[src/rtl/tirn_pkg.sv]
`timescale 1ns / 1ps
`default_nettype none
// ----------------------------------------------------------------------------
// Telnet IAC receive negotiator - shared definitions
// Telnet command bytes, option codes, event codes, the descriptor of a burst
// of results and the opening negotiation table.
// ----------------------------------------------------------------------------
package tirn_pkg;

	localparam logic [7:0] B_IAC       = 8'hFF;
	localparam logic [7:0] B_DONT      = 8'hFE;
	localparam logic [7:0] B_DO        = 8'hFD;
	localparam logic [7:0] B_WONT      = 8'hFC;
	localparam logic [7:0] B_WILL      = 8'hFB;
	localparam logic [7:0] B_SB        = 8'hFA;
	localparam logic [7:0] B_SE        = 8'hF0;
	localparam logic [7:0] OPT_BIN     = 8'h00;
	localparam logic [7:0] TELOPT_ECHO = 8'h01;
	localparam logic [7:0] OPT_SGA     = 8'h03;

	localparam logic [1:0] KIND_BYTE       = 2'd0;
	localparam logic [1:0] KIND_CONNECT    = 2'd1;
	localparam logic [1:0] KIND_DISCONNECT = 2'd2;

	localparam int unsigned OPEN_LEN  = 12;
	localparam int unsigned REPLY_LEN = 3;
	localparam int unsigned IDX_W     = $clog2(OPEN_LEN);

	localparam logic DEST_APP    = 1'b0;
	localparam logic DEST_CLIENT = 1'b1;

	// Kind of result burst that one item causes.
	typedef enum logic [1:0] {
		BURST_NONE,
		BURST_DATA,
		BURST_REPLY,
		BURST_OPEN
	} burst_t;

	typedef struct packed {
		burst_t     kind;
		logic [7:0] val;   // data byte or option code
		logic [7:0] verb;  // reply verb (WONT or DONT)
	} desc_t;

	// Opening negotiation: IAC WILL ECHO, IAC WILL SGA, IAC WILL BINARY,
	// IAC DO BINARY.
	function automatic logic [7:0] open_byte(input logic [IDX_W-1:0] idx);
		logic [7:0] b;
		case (idx)
			4'd0:    b = B_IAC;
			4'd1:    b = B_WILL;
			4'd2:    b = TELOPT_ECHO;
			4'd3:    b = B_IAC;
			4'd4:    b = B_WILL;
			4'd5:    b = OPT_SGA;
			4'd6:    b = B_IAC;
			4'd7:    b = B_WILL;
			4'd8:    b = OPT_BIN;
			4'd9:    b = B_IAC;
			4'd10:   b = B_DO;
			4'd11:   b = OPT_BIN;
			default: b = B_IAC;
		endcase
		return b;
	endfunction

endpackage
`default_nettype wire

[src/rtl/tirn_parser.sv]
`timescale 1ns / 1ps
`default_nettype none
// ----------------------------------------------------------------------------
// Telnet IAC receive negotiator - input stage and parser
// Registers the accepted item, runs the telnet command parser on it and
// hands a burst descriptor to the result emitter.
// ----------------------------------------------------------------------------
module tirn_parser (
	input  wire                  clk,
	input  wire                  arst_n,
	input  wire                  in_valid,
	output logic                 in_ready,
	input  wire  [1:0]           kind,
	input  wire  [7:0]           rx_byte,
	input  wire                  deliver_en,
	output logic                 desc_valid,
	output tirn_pkg::desc_t      desc,
	input  wire                  emit_ready
);

	typedef enum logic [2:0] {
		ST_DATA,
		ST_IAC,
		ST_WILL,
		ST_WONT,
		ST_DO,
		ST_DONT,
		ST_SB,
		ST_SB_IAC
	} state_t;

	state_t     state_q;
	state_t     state_d;
	logic       valid_s1;
	logic [1:0] kind_s1;
	logic [7:0] byte_s1;
	logic       advance;

	always_comb begin
		state_d   = state_q;
		desc.kind = tirn_pkg::BURST_NONE;
		desc.val  = byte_s1;
		desc.verb = tirn_pkg::B_DONT;
		if (kind_s1 == tirn_pkg::KIND_CONNECT) begin
			state_d   = ST_DATA;
			desc.kind = tirn_pkg::BURST_OPEN;
		end else if (kind_s1 == tirn_pkg::KIND_DISCONNECT) begin
			state_d = ST_DATA;
		end else if (kind_s1 == tirn_pkg::KIND_BYTE) begin
			case (state_q)
				ST_DATA: begin
					if (byte_s1 == tirn_pkg::B_IAC) begin
						state_d = ST_IAC;
					end else if (deliver_en) begin
						desc.kind = tirn_pkg::BURST_DATA;
					end
				end
				ST_IAC: begin
					case (byte_s1)
						tirn_pkg::B_IAC: begin
							state_d = ST_DATA;
							if (deliver_en) begin
								desc.kind = tirn_pkg::BURST_DATA;
							end
						end
						tirn_pkg::B_WILL: state_d = ST_WILL;
						tirn_pkg::B_WONT: state_d = ST_WONT;
						tirn_pkg::B_DO:   state_d = ST_DO;
						tirn_pkg::B_DONT: state_d = ST_DONT;
						tirn_pkg::B_SB:   state_d = ST_SB;
						default:          state_d = ST_DATA;
					endcase
				end
				ST_WILL: begin
					state_d = ST_DATA;
					if (byte_s1 != tirn_pkg::OPT_BIN) begin
						desc.kind = tirn_pkg::BURST_REPLY;
						desc.verb = tirn_pkg::B_DONT;
					end
				end
				ST_DO: begin
					state_d = ST_DATA;
					if (byte_s1 != tirn_pkg::TELOPT_ECHO && byte_s1 != tirn_pkg::OPT_SGA &&
					    byte_s1 != tirn_pkg::OPT_BIN) begin
						desc.kind = tirn_pkg::BURST_REPLY;
						desc.verb = tirn_pkg::B_WONT;
					end
				end
				ST_WONT, ST_DONT: state_d = ST_DATA;
				ST_SB: begin
					if (byte_s1 == tirn_pkg::B_IAC) begin
						state_d = ST_SB_IAC;
					end
				end
				default: begin
					state_d = (byte_s1 == tirn_pkg::B_SE) ? ST_DATA : ST_SB;
				end
			endcase
		end
	end

	// Items without results retire at once; others wait for the emitter.
	assign desc_valid = valid_s1 && (desc.kind != tirn_pkg::BURST_NONE);
	assign advance    = valid_s1 && ((desc.kind == tirn_pkg::BURST_NONE) || emit_ready);
	assign in_ready   = !valid_s1 || advance;

	always_ff @(posedge clk or negedge arst_n) begin
		if (!arst_n) begin
			state_q  <= ST_DATA;
			valid_s1 <= 1'b0;
		end else begin
			if (advance) begin
				state_q <= state_d;
			end
			if (in_ready) begin
				valid_s1 <= in_valid;
				kind_s1  <= kind;
				byte_s1  <= rx_byte;
			end
		end
	end

	a_sb_silent: assert property (@(posedge clk) disable iff (!arst_n)
		valid_s1 && kind_s1 == tirn_pkg::KIND_BYTE && (state_q == ST_SB || state_q == ST_SB_IAC)
		|-> desc.kind == tirn_pkg::BURST_NONE)
		else $error("parser produced a result inside subnegotiation");

	a_connect_opens: assert property (@(posedge clk) disable iff (!arst_n)
		valid_s1 && kind_s1 == tirn_pkg::KIND_CONNECT |-> desc_valid &&
		desc.kind == tirn_pkg::BURST_OPEN)
		else $error("connect did not request the opening negotiation");

	a_event_resets: assert property (@(posedge clk) disable iff (!arst_n)
		advance && (kind_s1 == tirn_pkg::KIND_CONNECT || kind_s1 == tirn_pkg::KIND_DISCONNECT)
		|=> state_q == ST_DATA)
		else $error("connect or disconnect did not return the parser to data");

	a_hold_when_blocked: assert property (@(posedge clk) disable iff (!arst_n)
		valid_s1 && !advance |=> valid_s1 && $stable(state_q))
		else $error("blocked item was lost or parser state moved");

endmodule
`default_nettype wire

[src/rtl/tirn_emitter.sv]
`timescale 1ns / 1ps
`default_nettype none
// ----------------------------------------------------------------------------
// Telnet IAC receive negotiator - result emitter
// Holds one burst descriptor and sends its bytes one transfer at a time.
// ----------------------------------------------------------------------------
module tirn_emitter (
	input  wire                  clk,
	input  wire                  arst_n,
	input  wire                  desc_valid,
	input  tirn_pkg::desc_t      desc,
	output logic                 emit_ready,
	output logic                 out_valid,
	input  wire                  out_ready,
	output logic [7:0]           out_byte,
	output logic                 out_dest,
	output logic                 out_last
);

	localparam int unsigned IDX_W = tirn_pkg::IDX_W;
	localparam logic [IDX_W-1:0] REPLY_END = IDX_W'(tirn_pkg::REPLY_LEN - 1);
	localparam logic [IDX_W-1:0] OPEN_END  = IDX_W'(tirn_pkg::OPEN_LEN - 1);

	logic                busy_q;
	tirn_pkg::burst_t    kind_q;
	logic [7:0]          val_q;
	logic [7:0]          verb_q;
	logic [IDX_W-1:0]    idx_q;
	logic                xfer;

	always_comb begin
		out_byte = val_q;
		out_dest = tirn_pkg::DEST_CLIENT;
		out_last = 1'b0;
		case (kind_q)
			tirn_pkg::BURST_DATA: begin
				out_dest = tirn_pkg::DEST_APP;
				out_last = 1'b1;
			end
			tirn_pkg::BURST_REPLY: begin
				out_last = (idx_q == REPLY_END);
				if (idx_q == '0) begin
					out_byte = tirn_pkg::B_IAC;
				end else if (idx_q == IDX_W'(1)) begin
					out_byte = verb_q;
				end
			end
			tirn_pkg::BURST_OPEN: begin
				out_last = (idx_q == OPEN_END);
				out_byte = tirn_pkg::open_byte(idx_q);
			end
			default: out_last = 1'b1;
		endcase
	end

	assign out_valid  = busy_q;
	assign xfer       = busy_q && out_ready;
	assign emit_ready = !busy_q || (out_ready && out_last);

	always_ff @(posedge clk or negedge arst_n) begin
		if (!arst_n) begin
			busy_q <= 1'b0;
			kind_q <= tirn_pkg::BURST_NONE;
			idx_q  <= '0;
		end else begin
			if (desc_valid && emit_ready) begin
				busy_q <= 1'b1;
				kind_q <= desc.kind;
				val_q  <= desc.val;
				verb_q <= desc.verb;
				idx_q  <= '0;
			end else if (xfer) begin
				if (out_last) begin
					busy_q <= 1'b0;
				end else begin
					idx_q <= idx_q + IDX_W'(1);
				end
			end
		end
	end

	a_reply_range: assert property (@(posedge clk) disable iff (!arst_n)
		busy_q && kind_q == tirn_pkg::BURST_REPLY |-> idx_q <= REPLY_END)
		else $error("reply index past its end");

	a_open_range: assert property (@(posedge clk) disable iff (!arst_n)
		busy_q && kind_q == tirn_pkg::BURST_OPEN |-> idx_q <= OPEN_END)
		else $error("opening negotiation index past its end");

	a_data_single: assert property (@(posedge clk) disable iff (!arst_n)
		busy_q && kind_q == tirn_pkg::BURST_DATA |-> idx_q == '0 && out_last)
		else $error("data burst longer than one byte");

	a_busy_kind: assert property (@(posedge clk) disable iff (!arst_n)
		busy_q |-> kind_q != tirn_pkg::BURST_NONE)
		else $error("emitter busy with an empty burst");

endmodule
`default_nettype wire

[src/rtl/telnet_iac_receive_negotiator.sv]
`timescale 1ns / 1ps
`default_nettype none
// ----------------------------------------------------------------------------
// Telnet IAC receive negotiator - top level
// Parses a telnet client byte stream, delivers data to the application and
// answers option negotiation toward the client.
// ----------------------------------------------------------------------------
// Each transfer on the input channel carries a received byte, a client
// connect or a client disconnect. The block accepts one item per cycle as
// long as each item causes at most one result and out_ready stays high: the
// item is registered, the parser decodes it against the current parser
// state, and the burst it causes is handed to a result register that is
// separate from the input register, so a new item enters while the
// previous result waits. A refused WILL or DO produces a three-byte reply
// (IAC DONT opt or IAC WONT opt) and a connect produces the twelve-byte
// opening negotiation; the result emitter sends these one byte per output
// transfer, so such an item holds the emitter until its last byte is sent
// and the input stalls behind it once its one-item input register is full.
// Items with no result (commands that are ignored, subnegotiation bytes,
// disconnects, data while delivery is off) retire without waiting for the
// emitter. Results toward the application have out_dest 0, replies to the
// client have out_dest 1, and out_last marks the final result of each item.
// The deliver_enable register, reset to 1, is written through cfg_wr_en and
// cfg_wr_data; the user, not the block, must keep writes to when it is idle.
// ----------------------------------------------------------------------------
module telnet_iac_receive_negotiator (
	input  wire        clk,
	input  wire        arst_n,
	input  wire        cfg_wr_en,
	input  wire        cfg_wr_data,
	input  wire        in_valid,
	output logic       in_ready,
	input  wire  [1:0] kind,
	input  wire  [7:0] rx_byte,
	output logic       out_valid,
	input  wire        out_ready,
	output logic [7:0] out_byte,
	output logic       out_dest,
	output logic       out_last
);

	// Delivery enable register; cleared data bytes are dropped but still parsed.
	logic            deliver_en_q;
	logic            desc_valid;
	logic            emit_ready;
	tirn_pkg::desc_t desc;

	always_ff @(posedge clk or negedge arst_n) begin
		if (!arst_n) begin
			deliver_en_q <= 1'b1;
		end else if (cfg_wr_en) begin
			deliver_en_q <= cfg_wr_data;
		end
	end

	// Input register and telnet command parser.
	tirn_parser u_parser (
		.clk        (clk),
		.arst_n     (arst_n),
		.in_valid   (in_valid),
		.in_ready   (in_ready),
		.kind       (kind),
		.rx_byte    (rx_byte),
		.deliver_en (deliver_en_q),
		.desc_valid (desc_valid),
		.desc       (desc),
		.emit_ready (emit_ready)
	);

	// Result register and byte sequencer for multi-byte bursts.
	tirn_emitter u_emitter (
		.clk        (clk),
		.arst_n     (arst_n),
		.desc_valid (desc_valid),
		.desc       (desc),
		.emit_ready (emit_ready),
		.out_valid  (out_valid),
		.out_ready  (out_ready),
		.out_byte   (out_byte),
		.out_dest   (out_dest),
		.out_last   (out_last)
	);

endmodule
`default_nettype wire

[config.mk]
export PLATFORM = sky130hd
export DESIGN_NAME = telnet_iac_receive_negotiator
export DESIGN_NICKNAME = d
export VERILOG_FILES = /design/src/rtl/tirn_pkg.sv /design/src/rtl/tirn_parser.sv /design/src/rtl/tirn_emitter.sv /design/src/rtl/telnet_iac_receive_negotiator.sv
export SDC_FILE = /design/constraint.sdc
export NUM_CORES = 1
export LEC_CHECK = 0
export ABC_CLOCK_PERIOD_IN_PS = 5900
export BUFFER_PORTS_ARGS = -buffer_cell sky130_fd_sc_hd__buf_2
export CAP_MARGIN = 20
export CELL_PAD_IN_SITES_DETAIL_PLACEMENT = 0
export CELL_PAD_IN_SITES_GLOBAL_PLACEMENT = 1
export CORE_MARGIN = 2
export CORE_UTILIZATION = 47
export DETAILED_ROUTE_END_ITERATION = 10
export PLACE_DENSITY = 0.95
export RECOVER_POWER = 25
export SLEW_MARGIN = 20
export SYNTH_ARGS = -nofsm -noshare
export SYNTH_HDL_FRONTEND = slang
export SYNTH_SLANG_ARGS = --single-unit
[constraint.sdc]
create_clock -name clk -period 5.9 [get_ports clk]
set_input_delay 1.18 -clock clk [delete_from_list [all_inputs] [get_ports clk]]
set_output_delay 1.18 -clock clk [all_outputs]
set_load 0.01 [all_outputs]
==> flow_metrics.py <==
metrics = {
    "clock_tree": {
        "cts_resized": 0,
        "cts_root_buffer": "clkbuf_8",
        "clk_pin_slew_ns": 0.06,
        "cts_max_level": 2,
        "cts_setup_buffers": 0,
        "clock_latency_ns": 0.28,
        "cts.path.max_buffers": 2,
        "numClockSinks": 31,
        "holdBufCountCts": 0,
        "numCtsBuffers": 5,
        "cts_tree": "done",
    },
    "drt": {
        "wirelength_mm": 3.11,
        "wire_per_inst_um": 12.4,
        "vias": 1354,
        "drc": 0,
        "via_per_inst": 5.39,
        "postRouteAntennaNets": 0,
        "drt-pass1-iter-count": 4,
        "detail_route.iter0.violations": 51,
    },
    "global_routing": {
        "antenna_found_initial": 0,
        "grt_max_degree": 15,
        "overflow": 0,
        "grt_pass1_vias": 1209,
        "grt_pass1_wl_mm": 5.42,
        "grt_usage_pct": 16.5,
    },
    "timing": {
        "fin_skew_ns": 0.00836,
        "setup_tns_ns": 0,
        "period_needed_ns": 3.26,
        "maxSlewViolCount": 0,
        "hold_viol": 0,
        "rsz0062_at_grt": "false",
        "setup_viol": 0,
        "layout_setup_ws_ns": 2.64,
        "slew_headroom_pct": 52.7,
        "fmax_mhz": 307,
        "tightest_slew_ns": 0.710,
        "period_share_pct": 55.3,
    },
    "synthesis": {
        "synth_mux_area_share_pct": 4.15,
        "syn-cell-area_sq_um": 1810,
        "synth_nets": 199,
        "synth_cells": 173,
        "synth-edff-count": 19,
        "yosysUniqueCellTypes": 43,
        "synth-xor-area-share_pct": 0.968,
        "async_reset_ff_share_pct": 38.7,
        "yosysWarnings": 0,
        "synth_top_family_by_area": "simple AND/OR/NAND/NOR gates",
        "synth_fa_ha_area_share_pct": 6.92,
        "synth-simple-area-share_pct": 18.2,
        "syn_avg_cell_area_sq_um": 10.5,
        "synth_compound_area_share_pct": 18.0,
        "synth-seq-cells": 31,
        "synth.yosys.seq_area_share_pct": 48.2,
        "ys.flop_type": "edfxtp_1",
    },
    "cells_and_area": {
        "regArea_sq_um": 872,
        "multiInputGateArea_sq_um": 872,
        "syn2layout_area_growth_pct": 14.1,
        "antenna-diode-count": 0,
        "fill_cells": 346,
        "nNetsFinal": 228,
        "drive_gt1_share_pct": 20.7,
    },
    "power": {
        "p_leak_uw": 0.000828,
        "pwr_density_cell_nw_per_um2": 451,
        "vdd_drop_max_uv": 171,
    },
    "placement": {
        "place_ws_ns": 2.74,
        "hpwl_mm": 2.36,
        "portBuffers": 27,
        "gp_congestion": 0.798,
    },
    "critical_path": {
        "end_kind": "output port",
        "required_ns": 4.72,
        "startpoint_type": "register",
        "setup.worst_path.class": "register to output port",
        "crit_fanout": 5,
        "arrival_ns": 2.08,
    },
    "job": {
        "max_cap_violations": 0,
    },
    "outcome": {
        "outcome": "finished, final reports clean",
    },
    "floorplan": {
        "fp.coreArea_sq_um": 3690,
        "start_util_pct": 49.1,
        "rows": 22,
        "io_pins": 28,
        "die-area_sq_um": 4360,
        "dieHeight_um": 66.0,
        "die_x_um": 66.0,
    },
    "hold_path": {
        "hp-class": "register to register",
    },
}
[metal layers]
layer / GRT usage, % / wire length (um) / up-vias / share of wire [%]
li1: - / - / 701 / -
met1: 19.8 / 1400 / 625 / 45
met2: 28.3 / 1550 / 24 / 50
met3: 4.60 / 117 / 4 / 3.8
met4: 6.12 / 42 / 0 / 1.4
met5: 0 / 0 / - / 0
[cells by family after synthesis]
group                    after synthesis
flip-flops                            31
AO/OA/AOI/OAI                         44
AND/OR/NAND/NOR                       62
multiplexers                           7
buffers and inverters                 17
XOR/XNOR                               2
adder cells (fa/ha/maj)               10
[Yosys cell counts, types with 2 or more instances]
| library cell | n | share of area, % |
|---|---|---|
| a21oi_1 | 7 | 1.9 |
| nand3_1 | 4 | 1.1 |
| edfxtp_1 | 19 | 32 |
| mux2_1 | 3 | 1.9 |
| nand4_1 | 2 | 0.69 |
| and2_1 | 2 | 0.69 |
| mux2i_1 | 3 | 1.7 |
| o31ai_1 | 2 | 0.83 |
| a22o_1 | 2 | 0.97 |
| clkbuf_1 | 4 | 0.83 |
| ha_1 | 10 | 6.9 |
| nor2_1 | 6 | 1.2 |
| nor3_1 | 5 | 1.4 |
| or2b_1 | 2 | 0.83 |
| nand2_1 | 18 | 3.7 |
| o21ai_0 | 18 | 5.0 |
| nand2b_1 | 5 | 1.7 |
| a31oi_1 | 3 | 1.0 |
| xor2_1 | 2 | 0.97 |
| nor2b_1 | 3 | 1.0 |
| and3_1 | 3 | 1.0 |
| nor4_1 | 7 | 2.4 |
| inv_1 | 12 | 2.5 |
| o2bb2ai_1 | 2 | 0.97 |
| dfrtp_1 | 11 | 15 |
[cell usage in the layout, fill, tap and decap left out, types with 2 or more instances in the layout]
cell type	netlist	routed
o21ai_0	18	18
o2bb2ai_1	2	2
nand2_1	18	18
nor3_1	5	5
and3_1	3	3
nor2b_1	3	3
and2_1	2	2
nand3_1	4	4
xor2_1	2	2
mux2i_1	3	3
or2b_1	2	2
mux2_1	3	3
a21oi_1	7	7
ha_1	10	10
inv_1	12	12
clkbuf_8	0	5
dfrtp_1	11	11
edfxtp_1	19	19
nand2b_1	5	5
buf_2	0	26
nand4_1	2	2
nor2_1	6	6
clkbuf_1	4	3
nor4_1	7	7
a22o_1	2	2
o31ai_1	2	2
a31oi_1	3	3
[where the power goes]
| group | total (uW) | switching, uW | leakage [uW] | internal [uW] |
|---|---|---|---|---|
| Combinational | 431 | 240 | 0.000463 | 191 |
| Sequential | 349 | 71.8 | 0.000323 | 277 |
| Clock | 153 | 70.1 | 0.0000422 | 82.4 |
[sequential cells by signal, indices dropped and copies added, names as in the netlist]
signal and cells:
deliver_en_q 1, u_parser.kind_s1 2, u_emitter.kind_q 2, u_emitter.val_q 8, u_emitter.out_valid 1, u_parser.byte_s1 8
u_emitter.verb_q 1, u_emitter.idx_q 4, u_parser.state_q 3, u_parser.valid_s1 1
[path summary, 6_finish.rpt]
| kind | startpoint | end | slack [ns] | cells after the start |
|---|---|---|---|---|
| min in group asynchronous | arst_n | u_emitter.idx_q[3]$_DFFE_PN0P_ | 0.92 | 1 |
| max in group asynchronous | arst_n | u_parser.state_q[2]$_DFFE_PN0P_ | 4.52 | 1 |
| setup / recovery | u_emitter.idx_q[0]$_DFFE_PN0P_ | out_byte[3] | 2.64 | 7 |
| hold reg to reg | u_parser.byte_s1[6]$_DFFE_PP_ | u_emitter.val_q[6]$_DFFE_PP_ | 0.50 | 0 |
| hold / removal | u_parser.byte_s1[6]$_DFFE_PP_ | u_emitter.val_q[6]$_DFFE_PP_ | 0.50 | 0 |
| setup reg to reg | u_parser.state_q[2]$_DFFE_PN0P_ | u_emitter.val_q[6]$_DFFE_PP_ | 3.23 | 7 |
[cell type report]
cell class / instances / share of cell area (%)
clock inverters: 1 / 0.242
well taps: 48 / 2.91
multi-input cells: 125 / 42.2
inverters: 12 / 2.18
repair buffers: 27 / 6.48
flip-flops and latches: 31 / 42.2
clock buffers: 7 / 3.70
[per-stage QoR]
| step | std cells | power, uW | instance area, sq um | hold slack, ns | utilization, % |
|---|---|---|---|---|---|
| after detailed placement | 243 | 782 | 1980 | 0.481 | 53.8 |
| after CTS | 251 | 938 | 2070 | 0.502 | 56.0 |
| after global routing | 251 | 1010 | 2060 | 0.528 | 56.0 |
| after floorplan | 173 | 662 | 1810 | 0.465 | - |
| after global placement | 243 | 777 | 1980 | 0.479 | 53.8 |
| final | 251 | 932 | 2060 | 0.501 | 56.0 |
[worst max-delay path, stage by stage, from the launching register on]
cell and delay (ns):
dfrtp_1 0.43, inv_1 0.15, ha_1 0.39, nand2_1 0.08
o21ai_0 0.07, o21ai_0 0.42, nand2_1 0.10, buf_2 0.16
No activity file was read; power rests on OpenSTA's default activity.
